--- src/hw/rtl/mnhrt_pkg.sv ---
// Shared types and codes for the mesh next-hop route table.
`default_nettype none

package mnhrt_pkg;

    // Width of one station address.
    localparam int unsigned MAC_W = 48;

    // Request operation codes.
    localparam logic [1:0] OP_LOOKUP = 2'd0;
    localparam logic [1:0] OP_LEARN  = 2'd1;
    localparam logic [1:0] OP_DELETE = 2'd2;

    // Response status codes.
    localparam logic [2:0] STAT_FOUND     = 3'd0;
    localparam logic [2:0] STAT_MISS      = 3'd1;
    localparam logic [2:0] STAT_ADDED     = 3'd2;
    localparam logic [2:0] STAT_UPDATED   = 3'd3;
    localparam logic [2:0] STAT_UNCHANGED = 3'd4;
    localparam logic [2:0] STAT_FULL      = 3'd5;
    localparam logic [2:0] STAT_REMOVED   = 3'd6;

    // One table request.
    typedef struct packed {
        logic [1:0]       op;
        logic [MAC_W-1:0] dest_mac;
        logic [MAC_W-1:0] via_mac;
    } t_req;

    // One table response.
    typedef struct packed {
        logic [MAC_W-1:0] next_hop_mac;
        logic             hit;
        logic [2:0]       status;
    } t_rsp;

endpackage

`default_nettype wire

--- src/hw/rtl/mesh_next_hop_route_table_top.sv ---
// Top level of the mesh next-hop route table: scan control, valid bits and output register.
// A new request is taken only in the idle state, once the previous request has passed
// through the scan that reads the destination memory one entry per cycle and its
// response has been loaded into the output register.
// A new request is accepted while the previous response still waits in the output register.
// Reset clears all valid bits at once, so the table is empty with no clearing pass;
// the address memories themselves are not reset.
`default_nettype none

module mesh_next_hop_route_table_top #(
    parameter int unsigned ROUTE_ENTRIES = 16
) (
    input  wire logic           i_clk,
    input  wire logic           i_rst_n,
    input  wire logic           i_req_valid,
    output      logic           o_req_ready,
    input  wire mnhrt_pkg::t_req i_req,
    output      logic           o_res_valid,
    input  wire logic           i_res_ready,
    output      mnhrt_pkg::t_rsp o_res
);

    localparam int unsigned AW = $clog2(ROUTE_ENTRIES);
    localparam logic [AW-1:0] LAST_IDX = AW'(ROUTE_ENTRIES - 1);

    typedef enum logic [2:0] {
        S_IDLE,
        S_SCAN,
        S_HOP,
        S_DECIDE,
        S_DRAIN
    } t_state;

    t_state r_state;

    // Captured request.
    mnhrt_pkg::t_req r_req;

    // Scan bookkeeping.
    logic          r_issuing;
    logic [AW-1:0] r_scan_idx;
    logic          r_cmp_vld;
    logic [AW-1:0] r_cmp_idx;
    logic          r_hit;
    logic [AW-1:0] r_match_idx;
    logic          r_free_found;
    logic [AW-1:0] r_free_idx;

    // Valid bit for each table entry.
    logic [ROUTE_ENTRIES-1:0] r_valid;

    // Response waiting to be handed to the output register.
    mnhrt_pkg::t_rsp r_pend;

    // Memory ports.
    logic [mnhrt_pkg::MAC_W-1:0] rd_dest;
    logic [mnhrt_pkg::MAC_W-1:0] rd_hop;
    logic                        dest_we;
    logic                        hop_we;
    logic [AW-1:0]               wr_addr;

    // Decision results.
    mnhrt_pkg::t_rsp n_pend;
    logic            n_add;
    logic            cmp_match;

    assign o_req_ready = (r_state == S_IDLE);

    // Compare the destination read back with the request.
    assign cmp_match = r_cmp_vld && r_valid[r_cmp_idx] && (rd_dest == r_req.dest_mac);

    // Work out the response and the write-back from the scan result and the stored hop.
    always_comb begin
        n_pend   = '0;
        n_add    = 1'b0;
        dest_we  = 1'b0;
        hop_we   = 1'b0;
        wr_addr  = r_match_idx;
        n_pend.hit = r_hit;
        if (r_req.op == mnhrt_pkg::OP_LEARN) begin
            if (r_hit) begin
                if (rd_hop != r_req.via_mac) begin
                    hop_we        = (r_state == S_DECIDE);
                    n_pend.status = mnhrt_pkg::STAT_UPDATED;
                end else begin
                    n_pend.status = mnhrt_pkg::STAT_UNCHANGED;
                end
            end else if (r_req.dest_mac == r_req.via_mac) begin
                n_pend.status = mnhrt_pkg::STAT_UNCHANGED;
            end else if (r_free_found) begin
                wr_addr       = r_free_idx;
                n_add         = (r_state == S_DECIDE);
                dest_we       = n_add;
                hop_we        = n_add;
                n_pend.status = mnhrt_pkg::STAT_ADDED;
            end else begin
                n_pend.status = mnhrt_pkg::STAT_FULL;
            end
        end else if (r_req.op == mnhrt_pkg::OP_DELETE) begin
            n_pend.status = r_hit ? mnhrt_pkg::STAT_REMOVED : mnhrt_pkg::STAT_MISS;
        end else begin
            n_pend.next_hop_mac = r_hit ? rd_hop : r_req.dest_mac;
            n_pend.status       = r_hit ? mnhrt_pkg::STAT_FOUND : mnhrt_pkg::STAT_MISS;
        end
    end

    // Destination memory: read by the scan, written when an entry is added.
    mnhrt_ram #(
        .DEPTH(ROUTE_ENTRIES),
        .WIDTH(mnhrt_pkg::MAC_W)
    ) u_dest_ram (
        .i_clk  (i_clk),
        .i_we   (dest_we),
        .i_waddr(wr_addr),
        .i_wdata(r_req.dest_mac),
        .i_raddr(r_scan_idx),
        .o_rdata(rd_dest)
    );

    // Next-hop memory: read at the matching entry, written on add or update.
    mnhrt_ram #(
        .DEPTH(ROUTE_ENTRIES),
        .WIDTH(mnhrt_pkg::MAC_W)
    ) u_hop_ram (
        .i_clk  (i_clk),
        .i_we   (hop_we),
        .i_waddr(wr_addr),
        .i_wdata(r_req.via_mac),
        .i_raddr(r_match_idx),
        .o_rdata(rd_hop)
    );

    // Request payload capture and pending response register.
    always_ff @(posedge i_clk) begin
        if (i_req_valid && o_req_ready) begin
            r_req <= i_req;
        end
        if (r_state == S_DECIDE) begin
            r_pend <= n_pend;
        end
    end

    // Control state, scan, valid bits and output register.
    always_ff @(posedge i_clk) begin
        if (!i_rst_n) begin
            r_state      <= S_IDLE;
            r_issuing    <= 1'b0;
            r_scan_idx   <= '0;
            r_cmp_vld    <= 1'b0;
            r_cmp_idx    <= '0;
            r_hit        <= 1'b0;
            r_match_idx  <= '0;
            r_free_found <= 1'b0;
            r_free_idx   <= '0;
            r_valid      <= '0;
            o_res_valid  <= 1'b0;
            o_res        <= '0;
        end else begin
            // The consumer takes the waiting response; the drain state reloads it itself.
            if (o_res_valid && i_res_ready && (r_state != S_DRAIN)) begin
                o_res_valid <= 1'b0;
            end

            unique case (r_state)
                S_IDLE: begin
                    if (i_req_valid) begin
                        r_state      <= S_SCAN;
                        r_issuing    <= 1'b1;
                        r_scan_idx   <= '0;
                        r_cmp_vld    <= 1'b0;
                        r_hit        <= 1'b0;
                        r_match_idx  <= '0;
                        r_free_found <= 1'b0;
                        r_free_idx   <= '0;
                    end
                end
                S_SCAN: begin
                    // Issue one destination read per cycle.
                    if (r_issuing) begin
                        if (r_scan_idx == LAST_IDX) begin
                            r_issuing <= 1'b0;
                        end else begin
                            r_scan_idx <= r_scan_idx + AW'(1);
                        end
                    end
                    r_cmp_vld <= r_issuing;
                    r_cmp_idx <= r_scan_idx;

                    // Check the entry read in the previous cycle.
                    if (r_cmp_vld) begin
                        if (cmp_match && !r_hit) begin
                            r_hit       <= 1'b1;
                            r_match_idx <= r_cmp_idx;
                        end
                        if (cmp_match && (r_req.op == mnhrt_pkg::OP_DELETE)) begin
                            r_valid[r_cmp_idx] <= 1'b0;
                        end
                        if (!r_valid[r_cmp_idx] && !r_free_found) begin
                            r_free_found <= 1'b1;
                            r_free_idx   <= r_cmp_idx;
                        end
                        if (r_cmp_idx == LAST_IDX) begin
                            r_state <= S_HOP;
                        end
                    end
                end
                S_HOP: begin
                    // Next-hop memory is being read at the matching entry.
                    r_state <= S_DECIDE;
                end
                S_DECIDE: begin
                    if (n_add) begin
                        r_valid[r_free_idx] <= 1'b1;
                    end
                    r_state <= S_DRAIN;
                end
                S_DRAIN: begin
                    if (!o_res_valid || i_res_ready) begin
                        o_res       <= r_pend;
                        o_res_valid <= 1'b1;
                        r_state     <= S_IDLE;
                    end
                end
                default: begin
                    r_state <= S_IDLE;
                end
            endcase
        end
    end

`ifndef SYNTHESIS
    // An accepted request starts the scan at the first entry.
    a_scan_start: assert property (@(posedge i_clk) disable iff (!i_rst_n)
        (i_req_valid && o_req_ready) |=> (r_state == S_SCAN && r_issuing && r_scan_idx == '0))
        else $error("scan did not start at entry zero");

    // A delete that hit has cleared the first matching entry by the end of the scan.
    a_delete_clears: assert property (@(posedge i_clk) disable iff (!i_rst_n)
        (r_state == S_HOP && r_req.op == mnhrt_pkg::OP_DELETE && r_hit)
            |-> !r_valid[r_match_idx])
        else $error("deleted entry still valid");

    // A new entry only ever goes into a free slot.
    a_add_free_slot: assert property (@(posedge i_clk) disable iff (!i_rst_n)
        (r_state == S_DECIDE && n_add) |-> !r_valid[r_free_idx])
        else $error("add targets an occupied slot");

    // A hit always points at an entry that was valid during the scan.
    a_hit_valid: assert property (@(posedge i_clk) disable iff (!i_rst_n)
        (r_state == S_DECIDE && r_hit && r_req.op != mnhrt_pkg::OP_DELETE)
            |-> r_valid[r_match_idx])
        else $error("hit on an invalid entry");

    // The output register is loaded only from the drain state.
    a_res_source: assert property (@(posedge i_clk) disable iff (!i_rst_n)
        $rose(o_res_valid) |-> $past(r_state == S_DRAIN))
        else $error("response appeared outside drain");
`endif

endmodule

`default_nettype wire

--- src/hw/rtl/mnhrt_ram.sv ---
// Simple dual-port synchronous RAM with a registered read port.
`default_nettype none

module mnhrt_ram #(
    parameter int unsigned DEPTH = 16,
    parameter int unsigned WIDTH = 48
) (
    input  wire logic                     i_clk,
    input  wire logic                     i_we,
    input  wire logic [$clog2(DEPTH)-1:0] i_waddr,
    input  wire logic [WIDTH-1:0]         i_wdata,
    input  wire logic [$clog2(DEPTH)-1:0] i_raddr,
    output      logic [WIDTH-1:0]         o_rdata
);

    logic [WIDTH-1:0] r_mem [DEPTH];

    // Write port.
    always_ff @(posedge i_clk) begin
        if (i_we) begin
            r_mem[i_waddr] <= i_wdata;
        end
    end

    // Registered read port.
    always_ff @(posedge i_clk) begin
        o_rdata <= r_mem[i_raddr];
    end

endmodule

`default_nettype wire

--- config.mk ---
export PLATFORM = sky130hd
export DESIGN_NAME = mesh_next_hop_route_table_top
export DESIGN_NICKNAME = d
export VERILOG_FILES = /design/src/hw/rtl/mnhrt_pkg.sv /design/src/hw/rtl/mesh_next_hop_route_table_top.sv /design/src/hw/rtl/mnhrt_ram.sv
export SDC_FILE = /design/constraint.sdc
export NUM_CORES = 2
export LEC_CHECK = 0
export ABC_AREA = 1
export BUFFER_PORTS_ARGS = -buffer_cell sky130_fd_sc_hd__clkbuf_2
export CAP_MARGIN = 20
export CORE_ASPECT_RATIO = 0.9
export CORE_UTILIZATION = 35
export CTS_CLUSTER_DIAMETER = 80
export CTS_CLUSTER_SIZE = 12
export DETAILED_ROUTE_END_ITERATION = 10
export GPL_ROUTABILITY_DRIVEN = 0
export PLACE_DENSITY_LB_ADDON = 0.3
export SLEW_MARGIN = 40
export SYNTH_ARGS = -nofsm -noshare
export SYNTH_HDL_FRONTEND = slang
export SYNTH_SLANG_ARGS = --single-unit
--- constraint.sdc ---
create_clock -name i_clk -period 12.8 [get_ports i_clk]
set_input_delay 2.56 -clock i_clk [delete_from_list [all_inputs] [get_ports i_clk]]
set_output_delay 2.56 -clock i_clk [all_outputs]
set_load 0.01 [all_outputs]
Word-level counts from Yosys, hierarchy flattened --
Memory sizes are Yosys's and may differ from the RTL's. A register that Yosys moved wholly into a read port is not among the register bits. Index checks and enable logic that the tools add are counted.
Storage, ports and cells: input port bits 102, logic and storage cells 142, memories 2, output and inout bits 54, bits in writable memories 1536, flip-flop bits (word level) 242
Operators by class: reductions and logical operators 26, mux-type cells 64, equality and inequality tests 22, bitwise logic cells 3, magnitude comparators 4, add/subtract/negate cells 1
Memories:
- u_dest_ram.r_mem | words 16, width 48, rd ports 1, clocked after memory_dff 1, write ports 1, RTL line mnhrt_ram.sv:16 | logic [WIDTH-1:0] r_mem [DEPTH];
- u_hop_ram.r_mem | words 16, width 48, rd ports 1, clocked after memory_dff 1, write ports 1, RTL line mnhrt_ram.sv:16
Operator list (number):
- $eq 48x48->1 | 2
- $mux 16 | 3
- $mux 48 | 1
- $ne 48x48->1 | 1
- $mux 4 | 11
- $mux 3 | 11
- $pmux 16 s2 | 1
- $mux 1 | 26
- $pmux 4 s2 | 3
- $ne 2x2->1 const B | 10
- $reduce_and 4->1 | 5
- $and 16x16->16 | 1
- $not 16->16 | 1
- $or 16x16->16 | 1
- $pmux 3 s5 | 1
- $logic_and 1x1->1 | 10
- $lt 4x5->1 const B | 2
- $demux 1 s4 | 2
- $eq 4x4->1 const B | 2
- $ge 4x1->1 const B | 2
- $pmux 1 s2 | 4
- $eq 3x2->1 const B | 2
- $add 4x1->4 const B | 1
- $bmux 1 s4 | 1
- 11 further kinds | 16

Longest topological paths before layout --
depth in word-level cells 9, mapped depth 15, mapped depth without buffers 15

By module --
From an unflattened synthesis, not the netlist that was laid out.
Second synthesis, totals: cells, all modules 7661, area total of the unflattened synthesis 79392.4 um2
Modules (own cells, without submodules):
- mnhrt_ram at u_hop_ram | area an instance 33988.8 um2, times used 1, cells an instance 3165, sequential area each 24023.0 um2
- mnhrt_ram at u_dest_ram | area an instance 33941.3 um2, times used 1, cells an instance 3165, sequential area each 24023.0 um2
- mesh_next_hop_route_table_top | area an instance 11462.2 um2, times used 1, cells an instance 1331, sequential area each 6346.1 um2

Worst setup path before layout --
OpenSTA, ideal clock, no wires.
path kind register to register, start register r_state[0], end memory u_hop_ram.r_mem[10][0] (enable), cell stages (with the launch flop) 9, required time 12.346 ns, buffers on the path 2, data arrival time 5.116 ns, setup time 0.454 ns, path slack 7.231 ns, period minus slack after synthesis 5.569 ns, cell sequence dfxtp_1 -> inv_1 -> nor2_1 -> inv_1 -> nor2_1 -> clkbuf_1 -> nand3_1 -> buf_2 -> nor2_1
Between the ends: longest elaborated chain between the ends 7, elaborated cells between the ends (all ways) 8, those cells by class eq/ne (1); mux (7)
Ends and longest elaborated chain:
- from (decl) | RTL line mesh_next_hop_route_table_top.sv:34 | t_state r_state;
- from (signal assigned) | RTL line mesh_next_hop_route_table_top.sv:146 | r_state <= S_IDLE;
- from (signal assigned) | RTL line mesh_next_hop_route_table_top.sv:167 | r_state <= S_SCAN;
- from (signal assigned) | RTL line mesh_next_hop_route_table_top.sv:203 | r_state <= S_HOP;
- $eq 3x2->1 * | RTL line mesh_next_hop_route_table_top.sv:83, mesh_next_hop_route_table_top.sv:92
- $mux 1 | RTL line mesh_next_hop_route_table_top.sv:90 | end else if (r_free_found) begin
- $mux 1 | RTL line mesh_next_hop_route_table_top.sv:88 | end else if (r_req.dest_mac == r_req.via_mac) begin
- $mux 1 * | RTL line mesh_next_hop_route_table_top.sv:81 | if (r_hit) begin
- $mux 1 * | RTL line mesh_next_hop_route_table_top.sv:80 | if (r_req.op == mnhrt_pkg::OP_LEARN) begin
- $mux 1 * | RTL line mnhrt_ram.sv:20 | if (i_we) begin
- $mux 1 (not written as such) * | RTL line mnhrt_ram.sv:21 | r_mem[i_waddr] <= i_wdata;
- to (decl) | RTL line mnhrt_ram.sv:16
Every way passes the cells marked *; elsewhere a longest branch is shown, timed or not.

Worst setup path after layout --
start register r_req[56] (netlist bit), end memory u_dest_ram.r_mem[7][32] (enable)
Between the ends: longest elaborated chain between the ends 6, elaborated cells between the ends (all ways) 9, those cells by class eq/ne (1); mux (8)
Ends and longest elaborated chain:
- from (decl) | RTL line mesh_next_hop_route_table_top.sv:37 | mnhrt_pkg::t_req r_req;
- from (signal assigned) | RTL line mesh_next_hop_route_table_top.sv:136 | r_req <= i_req;
- $eq 48x48->1 * | RTL line mesh_next_hop_route_table_top.sv:88
- $mux 1 | RTL line mesh_next_hop_route_table_top.sv:88
- $mux 1 | RTL line mesh_next_hop_route_table_top.sv:81
- $mux 1 | RTL line mesh_next_hop_route_table_top.sv:80
- $mux 1 | RTL line mnhrt_ram.sv:20
- $mux 1 (not written as such) | RTL line mnhrt_ram.sv:21
- to (decl) | RTL line mnhrt_ram.sv:16
Marks and branches as above.

==> summary.md <==
| Metric | Value |
|---|---|
| Placed Area | `76800 um^2` |
| Detailed Route WL | `211000 um` |
| Layout cells sized above 1 | `9.80%` |
| Buf/Inv on CP | `1` |
| Worst flop-to-flop path startpoint | `r_req[56]` |
| CTS max path bufs | `3` |
| Final clock skew | `0.0334 ns` |
| Crit Path Class | `flop to flop` |
| CTS root buf | `clkbuf_16` |
| Final HPWL DP | `about 110000 um` |
| WHS | `0.468 ns` |
| Cells after DPL | `8037` |
| Tmin final | `roughly 4.6 ns` |
| FF+latch area | `54400 um^2` |
| Via-to-Cell Ratio | `5.45` |
| Nets | `roughly 5.6k` |
| Outcome | `completed` |
| FF+latch count, synth | `around 1.9k` |
| Final instance area | `82000 um^2` |
| Top cell type's share of synthesized area | `69.5%` |
| Top-count cell post-synth | `edfxtp_1` |
| Synth Flop Type | `edfxtp_1` |
| CP delay by family, top | `simple AND/OR/NAND/NOR gates` |
| Critical Path Max Stage Delay | `0.92 ns` |
| DR pass1 iterations | `6` |
| P_sw | `between 0.004 and 0.005 W` |
| Fmax | `217 MHz` |
| Post-CTS sizing | `0` |
| PD cells | `182 nW/um^2` |
| Combinational fraction of design power | `~16%` |
| Detailed-route via count | `45.5k` |
| Chip Height | `435 um` |
| Synth area leaders | `edfxtp_1 70%, dfxtp_1 5.2%, o21ai_0 4.5%` |
| Layout area overhead | `12.6%` |
| Maximum number of pins on one net before global-route repair | `approximately 180` |
| Port Buffers | `between 150 and 200` |
| Cell Area, Synth | `72800 um^2` |
| I/O pin count | `156` |
| Vias in the first global route | `43.7k` |
| Area leader, netlist | `edfxtp_1` |
| Non-Filler Instances | `8354` |
| Die W | `483 um` |
| Area of the multi-input gates | `16800 um^2` |
| Grt met2 use | `32.0%` |
| Clk network pwr share | `32.3%` |
| Max Cap Viol | `0` |
| First-pass GRT wire length | `303000 um` |
| Largest fanout on the critical path | `34` |
| Core area | `206000 um^2` |
| Arr. time, crit path | `5.03 ns` |
| Syn Inst Count | `5419` |
| Num CTS Buffers | `between 150 and 200` |
| Setup TNS | `0 ns` |
| Max-slew violations | `0` |
| Final ANT Viol Nets | `0` |
| Die footprint | `210000 um^2` |
| Top cells by count, synth | `1686 x edfxtp_1, 848 x nor2_1, 653 x o21ai_0, 426 x nand2_1, 302 x clkbuf_1` |
| Post-CTS Setup Repair Bufs | `0` |
| GR peak layer | `met2` |
| Async S/R FF share, synth | `0%` |
| Hold_buf cts | `0` |
| Tcrit/Tclk final | `36.0%` |
| Hold WC Path Type | `flop to flop` |
| Clk slew on worst S/H paths | `around 0.060 ns` |
| Rel. slew slack | `39.9%` |
| RSZ-0062 raised after global routing | `no` |
| Avg WL per Cell | `25.2 um` |
| Post-synthesis sequential area ratio | `74.7%` |
| Syn Area/Cell | `13.4 um^2` |
| Static Leak | `between 20 and 30 nW` |
| Ys Warns | `0` |
| Met1 Track Usage GR | `26.3%` |
| Crit path cell chain | `xnor2_1 > nand2_1 > nor2_1 > nand2_1 > nor2_1 > nand3_2 > nand3_1 > nor2_2 > nand2_1 > nand2_1 > nor2_1 > nand2_1 > nor2_4 > buf_4` |
| Most used cell, CP | `nand2_1` |
| Global-route total usage across every layer | `slightly below 20%` |
| Hold violation total from the final report | `0` |
| Net count after synthesis | `5524` |
| VDD IR max | `around 0.15 mV` |
| CTS tree | `done` |
| DRC | `0` |
| Initial DRC Count | `~5k` |
| Grt total ovfl | `0` |
| Post-synth EDFFs | `1686` |
| Starting Density | `35.3%` |
| H-tree depth | `4` |
| Fill cell count | `19.3k` |
| Slew @ Worst Pin | `0.902 ns` |
| Unique cell type count in the Yosys netlist | `43` |
| Hold Path Origin | `o_res[35]` |
| Share of power burned in registers | `between 50% and 60%` |
| Int Power | `0.0105 W` |
| Rows | `158` |
| Slowest-stage cell, CP | `edfxtp_1` |
| Switching share of total power | `29.8%` |
| Clock net sink count | `1874` |
| CP Launch Point | `r_req[56]` |
| Crit path launch type | `flop` |
| WP data required | `13.22 ns` |
| Clock Latency Late Sink | `0.81 ns` |
| Finish-stage setup viols | `0` |
| GR Layer Usage met3 | `a little under 3%` |
| Initial antenna violation count | `6` |
| Setup crit end kind | `flop` |
## power by group through the flow
| stage | Sequential [W] | Clock, W | Combinational (W) |
|---|---|---|---|
| floorplan | 0.00758 | 0 | 0.00157 |
| global placement | 0.00787 | 0 | 0.00229 |
| detailed placement | 0.00787 | 0 | 0.00234 |
| CTS | 0.00774 | 0.00490 | 0.00235 |
| global route | 0.00777 | 0.00514 | 0.00261 |
| finish | 0.00775 | 0.00483 | 0.00239 |
## placed cells by master, fill, tap and decap left out, types with 3 or more instances in the layout
cell,instances
xor2_1,23
diode_2,3
o32ai_1,49
clkbuf_2,155
o22ai_1,37
o221ai_1,301
o2bb2ai_1,3
nand4_1,28
nand3_1,189
clkbuf_1,117
buf_12,3
nand2_1,424
inv_6,6
inv_2,20
a31oi_1,7
a22oi_1,6
inv_1,112
nor3_1,16
xnor2_1,69
a21oi_1,112
nor2_4,35
buf_6,52
or2_2,23
edfxtp_1,1686
a32oi_1,3
mux2i_1,143
clkinv_8,5
o211ai_1,84
ha_1,3
buf_4,47
o21ai_0,653
nor2_1,815
inv_16,3
clkbuf_16,176
nor4_1,5
dfxtp_4,6
o21ai_1,8
dfxtp_1,180
## worst min-delay path: stages, from the launching register on
cell     delay, ns
dfxtp_1       0.31
nand2_1       0.06
a21oi_1       0.05
## area by class of cell
class,count,share of cell area [%]
sequential,1874,66.4
timing repair buffer,258,2.18
clock inverter,14,0.262
antenna,3,0.00915
clock buffer,294,5.92
inverter,139,0.670
multi-input combinational,3052,20.5
tap,2720,4.15
## flip-flops by register name (all words and copies together), names as in the netlist
| register | cells |
|---|---|
| r_match_idx | 4 |
| r_cmp_idx | 4 |
| u_dest_ram.r_mem | 768 |
| r_req | 98 |
| r_cmp_vld | 1 |
| o_res | 52 |
| r_free_found | 1 |
| u_hop_ram.r_mem | 768 |
| u_hop_ram.o_rdata | 48 |
| r_state | 3 |
| r_scan_idx | 4 |
| r_hit | 1 |
| u_dest_ram.o_rdata | 48 |
| o_res_valid | 1 |
| r_issuing | 1 |
| r_free_idx | 4 |
| r_pend | 52 |
| r_valid | 16 |
## logic make-up after synthesis
group           count (synthesis)  share of synthesized area [%]
fa+ha+maj                       3                         0.0516
flops                        1874                           74.7
buf+inv                       493                           2.63
simple gates                 1546                           8.58
compound gates               1267                           10.9
mux                           143                           1.97
xor+xnor                       93                           1.12
## routing by layer
| metal | wire length, um | vias up |
|---|---|---|
| met5 | 0 | - |
| met4 | 9700 | 0 |
| met3 | 14000 | 392 |
| met2 | 99600 | 1678 |
| met1 | 87500 | 23000 |
| li1 | - | 20400 |
## worst paths after layout
path / end / slack [ns] / depth (start not counted)
min reg2reg: o_res[35] / 0.47 / 2
max reg2reg: u_dest_ram.r_mem[7][32] / 8.19 / 14
max: u_dest_ram.r_mem[7][32] / 8.19 / 14
min: o_res[35] / 0.47 / 2
## metrics by stage
stage               power, W  setup slack [ns]  utilization [%]
CTS                   0.0150              8.15             39.7
global route          0.0155              8.04             39.7
floorplan            0.00915              7.23                -
finish                0.0150              8.19             39.7
detailed placement    0.0102              8.17             37.2
global placement      0.0102              8.10             37.1
No activity file was read; power rests on OpenSTA's default activity.
